### src/rtl/core/tisn_pkg.sv
// Shared constants and types for the top-four influence selection and normalization block.
package tisn_pkg;

   localparam int JOINT_W           = 16;
   localparam int WEIGHT_W          = 16;
   localparam int OUT_SLOTS         = 4;
   localparam int TOP_SLOTS_DEFAULT = 4;
   localparam int QUEUE_DEPTH       = 2;
   localparam int MIN_SUM_W         = 18;
   localparam int CSR_ADDR_W        = 3;
   localparam int CSR_DATA_W        = 32;
   localparam int CSR_INDEX_W       = CSR_ADDR_W - 2;

   localparam logic [WEIGHT_W-1:0]    ONE_Q15            = 16'h8000;
   localparam logic [CSR_INDEX_W-1:0] CSR_MIN_SUM_INDEX  = 1'b0;

   typedef struct packed {
      logic [OUT_SLOTS-1:0][JOINT_W-1:0]  joints;
      logic [OUT_SLOTS-1:0][WEIGHT_W-1:0] weights;
   } vertex_type;

endpackage

### src/rtl/core/tisn_req_if.sv
// Input channel carrying one influence item per handshake.
interface tisn_req_if;
   logic        valid;
   logic        ready;
   logic [15:0] joint_id;
   logic [15:0] influence_weight;
   logic        last_influence;

   modport source (output valid, joint_id, influence_weight, last_influence, input ready);
   modport sink (input valid, joint_id, influence_weight, last_influence, output ready);
endinterface

### src/rtl/core/tisn_rsp_if.sv
// Result channel carrying one normalized vertex item per handshake.
interface tisn_rsp_if;
   logic        valid;
   logic        ready;
   logic [15:0] joint_0;
   logic [15:0] joint_1;
   logic [15:0] joint_2;
   logic [15:0] joint_3;
   logic [15:0] norm_weight_0;
   logic [15:0] norm_weight_1;
   logic [15:0] norm_weight_2;
   logic [15:0] norm_weight_3;

   modport source (output valid, joint_0, joint_1, joint_2, joint_3,
                   norm_weight_0, norm_weight_1, norm_weight_2, norm_weight_3,
                   input ready);
   modport sink (input valid, joint_0, joint_1, joint_2, joint_3,
                 norm_weight_0, norm_weight_1, norm_weight_2, norm_weight_3,
                 output ready);
endinterface

### src/rtl/core/tisn_front.sv
// Front end: sorted insertion of influences and running weight sum per vertex.
module tisn_front #(
   parameter int TOP_SLOTS = 4,
   parameter int SUM_W     = 18
) (
   input  logic                clock,
   input  logic                reset,
   tisn_req_if.sink            req,
   output logic                push_valid,
   input  logic                push_ready,
   output tisn_pkg::vertex_type push_rec,
   output logic [SUM_W-1:0]    push_sum
);
   import tisn_pkg::*;

   logic [JOINT_W-1:0]  joint_ff [TOP_SLOTS];
   logic [WEIGHT_W-1:0] weight_ff [TOP_SLOTS];
   logic [JOINT_W-1:0]  joint_in [TOP_SLOTS];
   logic [WEIGHT_W-1:0] weight_in [TOP_SLOTS];
   logic [SUM_W-1:0]    sum_ff;
   logic [SUM_W-1:0]    sum_in;
   logic [WEIGHT_W-1:0] w_sat;
   logic [TOP_SLOTS-1:0] greater;
   logic                accept;

   assign w_sat  = (req.influence_weight > ONE_Q15) ? ONE_Q15 : req.influence_weight;
   assign accept = req.valid && req.ready;

   always_comb begin
      for (int i = 0; i < TOP_SLOTS; i++) begin
         greater[i] = w_sat > weight_ff[i];
      end
      for (int i = 0; i < TOP_SLOTS; i++) begin
         if (!greater[i]) begin
            joint_in[i]  = joint_ff[i];
            weight_in[i] = weight_ff[i];
         end else if (i == 0) begin
            joint_in[i]  = req.joint_id;
            weight_in[i] = w_sat;
         end else if (!greater[(i == 0) ? 0 : i - 1]) begin
            joint_in[i]  = req.joint_id;
            weight_in[i] = w_sat;
         end else begin
            joint_in[i]  = joint_ff[(i == 0) ? 0 : i - 1];
            weight_in[i] = weight_ff[(i == 0) ? 0 : i - 1];
         end
      end
      if (greater[TOP_SLOTS-1]) begin
         sum_in = sum_ff + SUM_W'(w_sat) - SUM_W'(weight_ff[TOP_SLOTS-1]);
      end else begin
         sum_in = sum_ff;
      end
   end

   for (genvar k = 0; k < OUT_SLOTS; k++) begin : g_rec
      if (k < TOP_SLOTS) begin : g_kept
         assign push_rec.joints[k]  = joint_in[k];
         assign push_rec.weights[k] = weight_in[k];
      end else begin : g_absent
         assign push_rec.joints[k]  = '0;
         assign push_rec.weights[k] = '0;
      end
   end

   assign req.ready  = push_ready;
   assign push_valid = req.valid && req.last_influence;
   assign push_sum   = sum_in;

   always_ff @(posedge clock) begin
      if (reset || (accept && req.last_influence)) begin
         for (int i = 0; i < TOP_SLOTS; i++) begin
            joint_ff[i]  <= '0;
            weight_ff[i] <= '0;
         end
         sum_ff <= '0;
      end else if (accept) begin
         for (int i = 0; i < TOP_SLOTS; i++) begin
            joint_ff[i]  <= joint_in[i];
            weight_ff[i] <= weight_in[i];
         end
         sum_ff <= sum_in;
      end
   end

endmodule

### src/rtl/core/tisn_queue.sv
// Short queue of finished vertex lists between the front and back ends.
module tisn_queue #(
   parameter int SUM_W = 18
) (
   input  logic                 clock,
   input  logic                 reset,
   input  logic                 push_valid,
   output logic                 push_ready,
   input  tisn_pkg::vertex_type push_rec,
   input  logic [SUM_W-1:0]     push_sum,
   output logic                 pop_valid,
   input  logic                 pop_ready,
   output tisn_pkg::vertex_type pop_rec,
   output logic [SUM_W-1:0]     pop_sum
);
   import tisn_pkg::*;

   localparam int PTR_W = (QUEUE_DEPTH > 1) ? $clog2(QUEUE_DEPTH) : 1;
   localparam int CNT_W = $clog2(QUEUE_DEPTH + 1);

   vertex_type       rec_ff [QUEUE_DEPTH];
   logic [SUM_W-1:0] sum_ff [QUEUE_DEPTH];
   logic [PTR_W-1:0] wr_ptr_ff;
   logic [PTR_W-1:0] rd_ptr_ff;
   logic [CNT_W-1:0] count_ff;
   logic             do_push;
   logic             do_pop;

   assign push_ready = count_ff != CNT_W'(QUEUE_DEPTH);
   assign pop_valid  = count_ff != '0;
   assign do_push    = push_valid && push_ready;
   assign do_pop     = pop_valid && pop_ready;
   assign pop_rec    = rec_ff[rd_ptr_ff];
   assign pop_sum    = sum_ff[rd_ptr_ff];

   function automatic logic [PTR_W-1:0] next_ptr(input logic [PTR_W-1:0] ptr);
      next_ptr = (ptr == PTR_W'(QUEUE_DEPTH - 1)) ? '0 : ptr + 1'b1;
   endfunction

   always_ff @(posedge clock) begin
      if (do_push) begin
         rec_ff[wr_ptr_ff] <= push_rec;
         sum_ff[wr_ptr_ff] <= push_sum;
      end
      if (reset) begin
         wr_ptr_ff <= '0;
         rd_ptr_ff <= '0;
         count_ff  <= '0;
      end else begin
         if (do_push) begin
            wr_ptr_ff <= next_ptr(wr_ptr_ff);
         end
         if (do_pop) begin
            rd_ptr_ff <= next_ptr(rd_ptr_ff);
         end
         if (do_push && !do_pop) begin
            count_ff <= count_ff + 1'b1;
         end else if (do_pop && !do_push) begin
            count_ff <= count_ff - 1'b1;
         end
      end
   end

endmodule

### src/rtl/core/tisn_back.sv
// Back end: threshold check, shared bit-serial divider and result register.
module tisn_back #(
   parameter int SUM_W = 18
) (
   input  logic                             clock,
   input  logic                             reset,
   input  logic [tisn_pkg::MIN_SUM_W-1:0]   min_weight_sum,
   input  logic                             pop_valid,
   output logic                             pop_ready,
   input  tisn_pkg::vertex_type             pop_rec,
   input  logic [SUM_W-1:0]                 pop_sum,
   tisn_rsp_if.source                       rsp
);
   import tisn_pkg::*;

   localparam int QUO_W  = WEIGHT_W;
   localparam int STEP_W = $clog2(QUO_W);
   localparam int SLOT_W = $clog2(OUT_SLOTS);
   localparam int CMP_W  = (SUM_W > MIN_SUM_W) ? SUM_W : MIN_SUM_W;

   typedef enum logic [1:0] {ST_IDLE, ST_DIVIDE, ST_DONE} state_type;

   state_type                          state_ff;
   logic [SLOT_W-1:0]                  slot_ff;
   logic [STEP_W-1:0]                  step_ff;
   logic [SUM_W-1:0]                   rem_ff;
   logic [QUO_W-1:0]                   quo_ff;
   logic [SUM_W-1:0]                   sum_ff;
   vertex_type                         rec_ff;
   logic [OUT_SLOTS-1:0][JOINT_W-1:0]  res_joint_ff;
   logic [OUT_SLOTS-1:0][WEIGHT_W-1:0] res_weight_ff;
   logic                               out_valid_ff;
   logic [OUT_SLOTS-1:0][JOINT_W-1:0]  out_joint_ff;
   logic [OUT_SLOTS-1:0][WEIGHT_W-1:0] out_weight_ff;

   logic [WEIGHT_W-1:0] cur_w;
   logic [WEIGHT_W-1:0] next_w;
   logic                in_bit;
   logic [SUM_W:0]      trial;
   logic [SUM_W:0]      diff;
   logic                fits;
   logic [SUM_W-1:0]    rem_in;
   logic [QUO_W-1:0]    quo_in;
   logic                fallback;
   logic                out_free;

   always_comb begin
      cur_w    = rec_ff.weights[slot_ff];
      next_w   = rec_ff.weights[SLOT_W'(slot_ff + 1'b1)];
      in_bit   = (step_ff == '0) ? cur_w[0] : 1'b0;
      trial    = {rem_ff, in_bit};
      diff     = trial - {1'b0, sum_ff};
      fits     = trial >= {1'b0, sum_ff};
      rem_in   = fits ? diff[SUM_W-1:0] : trial[SUM_W-1:0];
      quo_in   = {quo_ff[QUO_W-2:0], fits};
      fallback = CMP_W'(pop_sum) <= CMP_W'(min_weight_sum);
      out_free = !out_valid_ff || rsp.ready;
   end

   assign pop_ready         = state_ff == ST_IDLE;
   assign rsp.valid         = out_valid_ff;
   assign rsp.joint_0       = out_joint_ff[0];
   assign rsp.joint_1       = out_joint_ff[1];
   assign rsp.joint_2       = out_joint_ff[2];
   assign rsp.joint_3       = out_joint_ff[3];
   assign rsp.norm_weight_0 = out_weight_ff[0];
   assign rsp.norm_weight_1 = out_weight_ff[1];
   assign rsp.norm_weight_2 = out_weight_ff[2];
   assign rsp.norm_weight_3 = out_weight_ff[3];

   always_ff @(posedge clock) begin
      if (reset) begin
         state_ff     <= ST_IDLE;
         out_valid_ff <= 1'b0;
         slot_ff      <= '0;
         step_ff      <= '0;
      end else begin
         if (state_ff == ST_DONE && out_free) begin
            out_valid_ff <= 1'b1;
         end else if (out_valid_ff && rsp.ready) begin
            out_valid_ff <= 1'b0;
         end
         unique case (state_ff)
            ST_IDLE: begin
               if (pop_valid) begin
                  rec_ff  <= pop_rec;
                  sum_ff  <= pop_sum;
                  slot_ff <= '0;
                  step_ff <= '0;
                  rem_ff  <= SUM_W'(pop_rec.weights[0][WEIGHT_W-1:1]);
                  quo_ff  <= '0;
                  if (fallback) begin
                     res_joint_ff  <= '0;
                     res_weight_ff <= (OUT_SLOTS * WEIGHT_W)'(ONE_Q15);
                     state_ff      <= ST_DONE;
                  end else begin
                     res_joint_ff <= pop_rec.joints;
                     state_ff     <= ST_DIVIDE;
                  end
               end
            end
            ST_DIVIDE: begin
               if (step_ff == STEP_W'(QUO_W - 1)) begin
                  res_weight_ff[slot_ff] <= quo_in;
                  step_ff                <= '0;
                  if (slot_ff == SLOT_W'(OUT_SLOTS - 1)) begin
                     state_ff <= ST_DONE;
                  end else begin
                     slot_ff <= slot_ff + 1'b1;
                     rem_ff  <= SUM_W'(next_w[WEIGHT_W-1:1]);
                     quo_ff  <= '0;
                  end
               end else begin
                  rem_ff  <= rem_in;
                  quo_ff  <= quo_in;
                  step_ff <= step_ff + 1'b1;
               end
            end
            ST_DONE: begin
               if (out_free) begin
                  out_joint_ff  <= res_joint_ff;
                  out_weight_ff <= res_weight_ff;
                  state_ff      <= ST_IDLE;
               end
            end
            default: begin
               state_ff <= ST_IDLE;
            end
         endcase
      end
   end

endmodule

### src/rtl/core/top4_influence_select_normalize.sv
// Top level: selects the four strongest influences of a vertex and normalizes their weights.
// Influence items are taken one per cycle by the sorting front end while the queue has room.
// Results pass the queue, the divisions and the result register; fallback skips division.
// The back end handles one vertex at a time: four 16-step divisions on one divider.
// A two-entry queue lets the front end collect the next vertices while the divider runs.
// Synchronous active-high reset empties the list, the queue and the result register,
// and sets min_weight_sum to zero.
module top4_influence_select_normalize #(
   parameter int TOP_SLOTS = tisn_pkg::TOP_SLOTS_DEFAULT
) (
   input  logic                            clock,
   input  logic                            reset,
   tisn_req_if.sink                        req_item,
   tisn_rsp_if.source                      rsp_item,
   input  logic                            csr_psel,
   input  logic                            csr_penable,
   input  logic                            csr_pwrite,
   input  logic [tisn_pkg::CSR_ADDR_W-1:0] csr_paddr,
   input  logic [tisn_pkg::CSR_DATA_W-1:0] csr_pwdata,
   output logic [tisn_pkg::CSR_DATA_W-1:0] csr_prdata,
   output logic                            csr_pready
);
   import tisn_pkg::*;

   localparam int SUM_W = $clog2(TOP_SLOTS * 32768 + 1);

   logic [MIN_SUM_W-1:0]   min_sum_ff;
   logic [CSR_INDEX_W-1:0] csr_index;
   logic                   push_valid;
   logic                   push_ready;
   vertex_type             push_rec;
   logic [SUM_W-1:0]       push_sum;
   logic                   pop_valid;
   logic                   pop_ready;
   vertex_type             pop_rec;
   logic [SUM_W-1:0]       pop_sum;

   assign csr_index  = csr_paddr[CSR_ADDR_W-1:2];
   assign csr_pready = 1'b1;
   assign csr_prdata = (csr_index == CSR_MIN_SUM_INDEX) ? CSR_DATA_W'(min_sum_ff) : '0;

   always_ff @(posedge clock) begin
      if (reset) begin
         min_sum_ff <= '0;
      end else if (csr_psel && csr_penable && csr_pwrite && csr_pready
                   && csr_index == CSR_MIN_SUM_INDEX) begin
         min_sum_ff <= csr_pwdata[MIN_SUM_W-1:0];
      end
   end

   tisn_front #(
      .TOP_SLOTS (TOP_SLOTS),
      .SUM_W     (SUM_W)
   ) u_front (
      .clock      (clock),
      .reset      (reset),
      .req        (req_item),
      .push_valid (push_valid),
      .push_ready (push_ready),
      .push_rec   (push_rec),
      .push_sum   (push_sum)
   );

   tisn_queue #(
      .SUM_W (SUM_W)
   ) u_queue (
      .clock      (clock),
      .reset      (reset),
      .push_valid (push_valid),
      .push_ready (push_ready),
      .push_rec   (push_rec),
      .push_sum   (push_sum),
      .pop_valid  (pop_valid),
      .pop_ready  (pop_ready),
      .pop_rec    (pop_rec),
      .pop_sum    (pop_sum)
   );

   tisn_back #(
      .SUM_W (SUM_W)
   ) u_back (
      .clock          (clock),
      .reset          (reset),
      .min_weight_sum (min_sum_ff),
      .pop_valid      (pop_valid),
      .pop_ready      (pop_ready),
      .pop_rec        (pop_rec),
      .pop_sum        (pop_sum),
      .rsp            (rsp_item)
   );

endmodule

### src/flat_wrapper.sv
// flat-port wrapper written by rule: the top's interface ports become plain ports
module top4_influence_select_normalize_flat import tisn_pkg::*;
#(
   parameter int TOP_SLOTS = tisn_pkg::TOP_SLOTS_DEFAULT
)
  (clock, reset, csr_psel, csr_penable, csr_pwrite, csr_paddr, csr_pwdata, csr_prdata, csr_pready, req_item_valid, req_item_joint_id, req_item_influence_weight, req_item_last_influence, req_item_ready, rsp_item_valid, rsp_item_joint_0, rsp_item_joint_1, rsp_item_joint_2, rsp_item_joint_3, rsp_item_norm_weight_0, rsp_item_norm_weight_1, rsp_item_norm_weight_2, rsp_item_norm_weight_3, rsp_item_ready);
  tisn_req_if req_item_i ();
  tisn_rsp_if rsp_item_i ();
  input  logic clock;
  input  logic reset;
  input  logic csr_psel;
  input  logic csr_penable;
  input  logic csr_pwrite;
  input  logic [tisn_pkg::CSR_ADDR_W-1:0] csr_paddr;
  input  logic [tisn_pkg::CSR_DATA_W-1:0] csr_pwdata;
  output logic [tisn_pkg::CSR_DATA_W-1:0] csr_prdata;
  output logic csr_pready;
  input wire logic [$bits(req_item_i.valid)-1:0] req_item_valid;
  input wire logic [$bits(req_item_i.joint_id)-1:0] req_item_joint_id;
  input wire logic [$bits(req_item_i.influence_weight)-1:0] req_item_influence_weight;
  input wire logic [$bits(req_item_i.last_influence)-1:0] req_item_last_influence;
  output wire logic [$bits(req_item_i.ready)-1:0] req_item_ready;
  output wire logic [$bits(rsp_item_i.valid)-1:0] rsp_item_valid;
  output wire logic [$bits(rsp_item_i.joint_0)-1:0] rsp_item_joint_0;
  output wire logic [$bits(rsp_item_i.joint_1)-1:0] rsp_item_joint_1;
  output wire logic [$bits(rsp_item_i.joint_2)-1:0] rsp_item_joint_2;
  output wire logic [$bits(rsp_item_i.joint_3)-1:0] rsp_item_joint_3;
  output wire logic [$bits(rsp_item_i.norm_weight_0)-1:0] rsp_item_norm_weight_0;
  output wire logic [$bits(rsp_item_i.norm_weight_1)-1:0] rsp_item_norm_weight_1;
  output wire logic [$bits(rsp_item_i.norm_weight_2)-1:0] rsp_item_norm_weight_2;
  output wire logic [$bits(rsp_item_i.norm_weight_3)-1:0] rsp_item_norm_weight_3;
  input wire logic [$bits(rsp_item_i.ready)-1:0] rsp_item_ready;
  assign req_item_i.valid = req_item_valid;
  assign req_item_i.joint_id = req_item_joint_id;
  assign req_item_i.influence_weight = req_item_influence_weight;
  assign req_item_i.last_influence = req_item_last_influence;
  assign req_item_ready = req_item_i.ready;
  assign rsp_item_valid = rsp_item_i.valid;
  assign rsp_item_joint_0 = rsp_item_i.joint_0;
  assign rsp_item_joint_1 = rsp_item_i.joint_1;
  assign rsp_item_joint_2 = rsp_item_i.joint_2;
  assign rsp_item_joint_3 = rsp_item_i.joint_3;
  assign rsp_item_norm_weight_0 = rsp_item_i.norm_weight_0;
  assign rsp_item_norm_weight_1 = rsp_item_i.norm_weight_1;
  assign rsp_item_norm_weight_2 = rsp_item_i.norm_weight_2;
  assign rsp_item_norm_weight_3 = rsp_item_i.norm_weight_3;
  assign rsp_item_i.ready = rsp_item_ready;
  top4_influence_select_normalize #(.TOP_SLOTS(TOP_SLOTS)) u_core (.clock(clock), .reset(reset), .req_item(req_item_i), .rsp_item(rsp_item_i), .csr_psel(csr_psel), .csr_penable(csr_penable), .csr_pwrite(csr_pwrite), .csr_paddr(csr_paddr), .csr_pwdata(csr_pwdata), .csr_prdata(csr_prdata), .csr_pready(csr_pready));
endmodule
### config.mk
export PLATFORM = sky130hd
export DESIGN_NAME = top4_influence_select_normalize_flat
export DESIGN_NICKNAME = d
export VERILOG_FILES = /design/src/rtl/core/tisn_pkg.sv /design/src/rtl/core/tisn_req_if.sv /design/src/rtl/core/tisn_rsp_if.sv /design/src/rtl/core/tisn_front.sv /design/src/rtl/core/tisn_queue.sv /design/src/rtl/core/tisn_back.sv /design/src/rtl/core/top4_influence_select_normalize.sv /design/src/flat_wrapper.sv
export SDC_FILE = /design/constraint.sdc
export NUM_CORES = 1
export LEC_CHECK = 0
export BUFFER_PORTS_ARGS = -buffer_cell sky130_fd_sc_hd__clkbuf_2
export CORE_ASPECT_RATIO = 1.25
export CORE_MARGIN = 3
export CORE_UTILIZATION = 42
export CTS_CLUSTER_DIAMETER = 100
export CTS_CLUSTER_SIZE = 24
export DETAILED_ROUTE_END_ITERATION = 16
export PLACE_DENSITY = 0.58
export SLEW_MARGIN = 5
export SYNTH_ARGS = -nofsm -noshare
export SYNTH_HDL_FRONTEND = slang
export SYNTH_SLANG_ARGS = --single-unit
### constraint.sdc
create_clock -name clock -period 10.5 [get_ports clock]
set_input_delay 0.525 -clock clock [delete_from_list [all_inputs] [get_ports clock]]
set_output_delay 0.525 -clock clock [all_outputs]
set_load 0.05 [all_outputs]
==> Yosys cells after proc, flatten, opt, wreduce, memory -nomap -nowiden <==
Memory sizes are Yosys's and may differ from the RTL's. A register that Yosys moved wholly into a read port is not among the register bits.
Cells that the tools add are included.
{ "totals": {"regBits": 420, "ram_bits": 420, "output_inout_bits": 163, "elab_cells": 184, "mem_count": 4} }
{ "memory_table": {"columns": ["memory", "depth", "word_bits", "rd", "rd_clocked_by_memory_dff", "wr", "line_no", "source"], "rows": [
  ["u_core.u_queue.rec_ff", 2, 128, 1, 1, 1, "tisn_queue.sv:21", "vertex_type rec_ff [QUEUE_DEPTH];"],
  ["u_core.u_front.joint_ff", 4, 16, 4, 0, 4, "tisn_front.sv:16", "logic [JOINT_W-1:0] joint_ff [TOP_SLOTS];"],
  ["u_core.u_front.weight_ff", 4, 16, 4, 0, 4, "tisn_front.sv:17", "logic [WEIGHT_W-1:0] weight_ff [TOP_SLOTS];"],
  ["u_core.u_queue.sum_ff", 2, 18, 1, 1, 1, "tisn_queue.sv:22", "logic [SUM_W-1:0] sum_ff [QUEUE_DEPTH];"]
]} }
{ "op_classes": {"n_addsub": 9, "order_cmp": 10, "eq_ne": 12, "mux": 76, "bitwise": 10, "reduce_logical": 31} }
{ "op_table": {"columns": ["operator", "n"], "rows": [
  ["$mux 16", 25],
  ["$mux 64", 3],
  ["$pmux 64 s2", 1],
  ["$mux 18", 6],
  ["$bmux 16 s2", 2],
  ["$bwmux 64", 1],
  ["$gt 16x16->1", 4],
  ["$mux 15", 3],
  ["$pmux 18 s2", 1],
  ["$demux 16 s2", 1],
  ["$pmux 15 s2", 1],
  ["$mux 2", 10],
  ["$ge 19x18->1", 1],
  ["$add 18x16->18", 1],
  ["$le 18x18->1", 1],
  ["$sub 18x16->18", 1],
  ["$sub 18x18->18", 1],
  ["$mux 1", 17],
  ["$gt 16x16->1 const B", 1],
  ["$ne 2x2->1 const B", 7],
  ["$logic_and 1x1->1", 13],
  ["$reduce_and 4->1", 3],
  ["$mux 4", 2],
  ["$or 1x1->1", 8],
  ["22 further kinds", 34]
]} }

==> Longest topological paths before layout <==
{ "depth": {"word_depth": 7, "depth_mapped": 15, "ltp_nobuf": 14} }

==> Cells and area by module <==
From an unflattened synthesis, not the netlist that was laid out.
{ "unflattened": {"cells_unflattened": 2895, "hier_area_um2": 38702.1} }
{ "by_module_without_submodules": {"columns": ["module", "instances", "cells_per_inst", "area_each_um2", "seq_area_each_um2"], "rows": [
  ["tisn_back", 1, 998, 15637.5, 11320.9],
  ["tisn_front", 1, 1305, 11182.0, 4204.0],
  ["tisn_queue", 1, 478, 10807.9, 8868.5],
  ["top4_influence_select_normalize", 1, 114, 1074.8, 360.3]
]} }

==> Worst setup path before layout <==
No wires, ideal clock.
{ "synth_timing": {"path_kind": "input port to flip-flop", "from": "input port reset", "to": "register u_core.u_back.out_joint_ff (netlist bit u_core.u_back.rsp.joint_0[0]) (enable)", "setup_ns": 0.798, "t_arrival_ns": 10.229, "t_required_ns": 9.702, "setup_slack_ns": -0.527, "cell_stages": 3, "n_path_buf": 2, "cell_sequence": "clkbuf_1 > clkbuf_1 > nor3b_1"} }
{ "synth_via": {"elab_chain_cells": 2} }
{ "synth_lines": {"columns": ["item", "line_no", "source"], "rows": [
  ["from (decl)", "flat_wrapper.sv:10", "input logic reset;"],
  ["$not 1->1 (no line)", null, null],
  ["$reduce_and 3->1 (no line)", null, null],
  ["to (signal assigned)", "tisn_back.sv:121", "out_joint_ff <= res_joint_ff;"],
  ["to (decl)", "tisn_back.sv:33", "logic [OUT_SLOTS-1:0][JOINT_W-1:0] out_joint_ff;"]
]} }
Every way passes these cells.
A chain may end at the register's enable or synchronous reset.

==> impl_metrics.tcl <==
set metrics [dict create \
    first_pass_grt_wire_length_um 136000 \
    crit_path_max_incr_delay_ns 0.71 \
    grt.total_usage 0.191 \
    slew-limit-headroom 0.194 \
    endpoint_kind "flip-flop" \
    vdd_ir_drop_max_v 0.000150 \
    hpwlAfterDp_um 62100 \
    synthCells 2730 \
    crit_arrival_ns 5.27 \
    total_power_w 0.00930 \
    crit_path_cell_chain "clkbuf_2 > inv_1 > a41o_1 > and2_1 > ha_1 > nand2_1 > nor4_1 > o21ai_1 > a31oi_4 > buf_4 > mux2i_1 > a21oi_1" \
    number_of_iterations_in_the_first_detailed_routing_pass 5 \
    finalHoldViolations 0 \
    numCtsBuffers 41 \
    post-route-drc-count 0 \
    critical_path_required_ns 10.82 \
    chipHeight_um 342 \
    grt_max_degree 147 \
    count_of_flip_flops_with_a_built_in_enable_after_synthesis 791 \
    powerDensity_nw_per_um2 226 \
    cts.repair.resized 0 \
    place.gp.congestion 0.849 \
    cp_slowest_cell "buf_4" \
    fmax_achieved_ghz 0.202 \
    outcome "finished clean" \
    io_port_bufs 206 \
    start_util 0.425 \
    grt_setup_unrepaired "false" \
    final-instance-count-excl-fill 4082 \
    syn-mean-instance-area_um2 13.9 \
    synthFlopType "edfxtp_1" \
    horizontal_die_dimension_um 274 \
    ctsLongestPathBuffers 3 \
    timing_worst_slew_pin_value_ns 1.20 \
    syn2layout_area_growth_pct 8.90 \
    routed-via-count 21900 \
    number_of_max_cap_violations 0 \
    post_cts_buffers 0 \
    die_area_um2 93700 \
    power.static_leakage_nw 15.0 \
    avgRoutedWirePerCell_um 22.1 \
    crit_path_start_kind "input port" \
    post-place-cells 4007 \
    number_of_antenna_violations_at_the_first_check_in_global_routing 11 \
    dr_iter_0_viols 1491 \
    fin_crit_sh 0.471 \
    final_layout_size_suffix_gt1_frac 0.144 \
    yosysWarnings 0 \
    n_fill_cell 7966 \
    final_net_count 3088 \
    criticalPathCategory "in2reg" \
    critical_path_peak_fanout 65 \
    clk_root_buffer_cell "clkbuf_16" \
    cts.clk_slew.worst_paths_ns 0.09 \
    viasPerCell 5.37 \
    proportion_of_synthesized_flip_flops_having_asynchronous_set_or_reset 0 \
    synth.cell_area_um2 37800 \
    postRouteWirelength_um 90100 \
    ys_ff_latch 841 \
    ys_seq_area_frac 0.654 \
    coreArea_um2 89000 \
    cts_sinks 841 \
    final_antenna_net_count 0 \
    setup_viol 0 \
    timing.hold.worst.class "in2reg" \
    totalNegativeSetupSlack_ns 0 \
    tritoncts_clock_tree "yes" \
    cts-htree-levels 2 \
    first_global_vias 22300 \
    synth_cell_types 72 \
    final.min_clock_period_ns 4.94 \
    clock_skew_ns 0.0378 \
    overflow 0 \
    yosys-top-cells-area "edfxtp_1 (63%), mux2i_1 (6.4%), ha_1 (4.1%)" \
    synth_largest_area_cell "edfxtp_1" \
    synth_top_area_frac 0.628 \
    timing.final.max_slew_violations 0 \
    yosysMostFrequentCell "edfxtp_1" \
    clkLatencyLatePin_ns 0.62 \
    num_io_pins 238 \
    holdBufCountCts 0 \
    yosys-top-cells-count "edfxtp_1 (791), nor2_1 (312), mux2i_1 (243)" \
    num_rows 122 \
]
==> where the power goes <==
group | switching, W | total [W] | internal, W
combinational | 0.00186 | 0.00281 | 0.000952
clock | 0.00104 | 0.00180 | 0.000760
sequential | 0.000247 | 0.00469 | 0.00444
total | 0.00314 | 0.00930 | 0.00615
==> cell usage in the layout, fill, tap and decap left out, drive strengths merged, types with 15 or more instances in the layout <==
cell    Yosys  routed
edfxtp    791     791
buf        69      32
ha        124     124
mux2      105     105
xnor2      20      20
nand3      19      19
dfxtp      50      50
nand2      78      78
a211oi    111     111
a21o       26      26
o21a       18      18
nor2      312     312
fa         17      17
mux4       16      16
nor2b      19      19
clkbuf     83     271
conb        2      15
inv       182     184
o21ai      43      43
nand4      17      17
and2       55      55
a21oi     178     178
mux2i     243     243
==> cell type report <==
cell class | count | area, um^2 | share of cell area
Sequential cell | 841 | 24800 | 0.601
Multi-Input combinational cell | 1568 | 11800 | 0.287
Tap cell | 1178 | 1470 | 0.0358
Timing Repair Buffer | 238 | 1280 | 0.0312
Clock buffer | 65 | 1140 | 0.0276
Inverter | 182 | 683 | 0.0166
Clock inverter | 3 | 41.3 | 0.00100
Antenna cell | 7 | 17.5 | 0.000425
==> sequential cells by signal, indices dropped and copies added (netlist names), 18 cells and up, named ones only <==
signal                       cells
u_core.u_front.joint_ff         64
u_core.min_sum_ff               18
u_core.u_back.res_weight_ff     64
u_core.u_back.res_joint_ff      64
u_core.u_back.rec_ff            64
u_core.u_queue.rec_ff          256
u_core.u_back.sum_ff            18
u_core.u_back.rem_ff            18
u_core.u_front.weight_ff        64
u_core.u_front.sum_ff           18
u_core.u_queue.sum_ff           36
==> critical path: cells and delay by family <==
family | cells | cell delay (ns)
and+or+nand+nor | 3 | 0.83
adders and majority gates | 1 | 0.38
muxes | 1 | 0.53
AOI/OAI and AO/OA | 4 | 1.50
buffers and inverters | 3 | 1.42
==> cells by family (layout without fill, tap and decap cells) <==
group,count (synthesis),after routing,synth area share
flops,841,841,0.654
simple gates,551,551,0.0654
compound gates,466,466,0.0799
mux,364,364,0.105
buf+inv,334,488,0.0379
fa+ha+maj,141,141,0.0500
xor+xnor,31,31,0.00718
other cells,2,22,0.000199
==> layer usage <==
layer,GRT usage,up-vias,routed length (um),part of all wire
met1,0.228,10900,35700,0.40
li1,-,10400,-,-
met4,0.0643,10,3190,0.035
met2,0.345,496,46600,0.52
met3,0.0329,115,4490,0.050
met5,0,-,69,0.00077
==> through the flow <==
step,setup slack [ns],instance area [um^2],hold WS (ns),util
2_1_floorplan,1.41,37900,0.400,-
3_3_place_gp,4.98,40000,0.408,0.450
3_5_place_dp,4.91,40000,0.406,0.450
4_1_cts,5.55,41200,0.105,0.463
5_1_grt,5.28,41200,0.116,0.463
6_report,5.56,41200,0.149,0.463
==> final timing paths <==
| kind | to | start | slack, ns | cells after the start |
|---|---|---|---|---|
| setup / recovery | u_core.u_queue.rec_ff[0][121] | req_item_influence_weight[15] | 5.56 | 12 |
| hold / removal | u_core.min_sum_ff[1] | csr_pwdata[1] | 0.15 | 3 |
| setup reg to reg | u_core.u_queue.rec_ff[0][101] | u_core.u_front.weight_ff[1][10] | 6.22 | 10 |
| hold reg to reg | u_core.u_back.rsp.joint_2[5] | u_core.u_back.res_joint_ff[37] | 0.41 | 0 |
No activity file was read; power rests on OpenSTA's default activity.
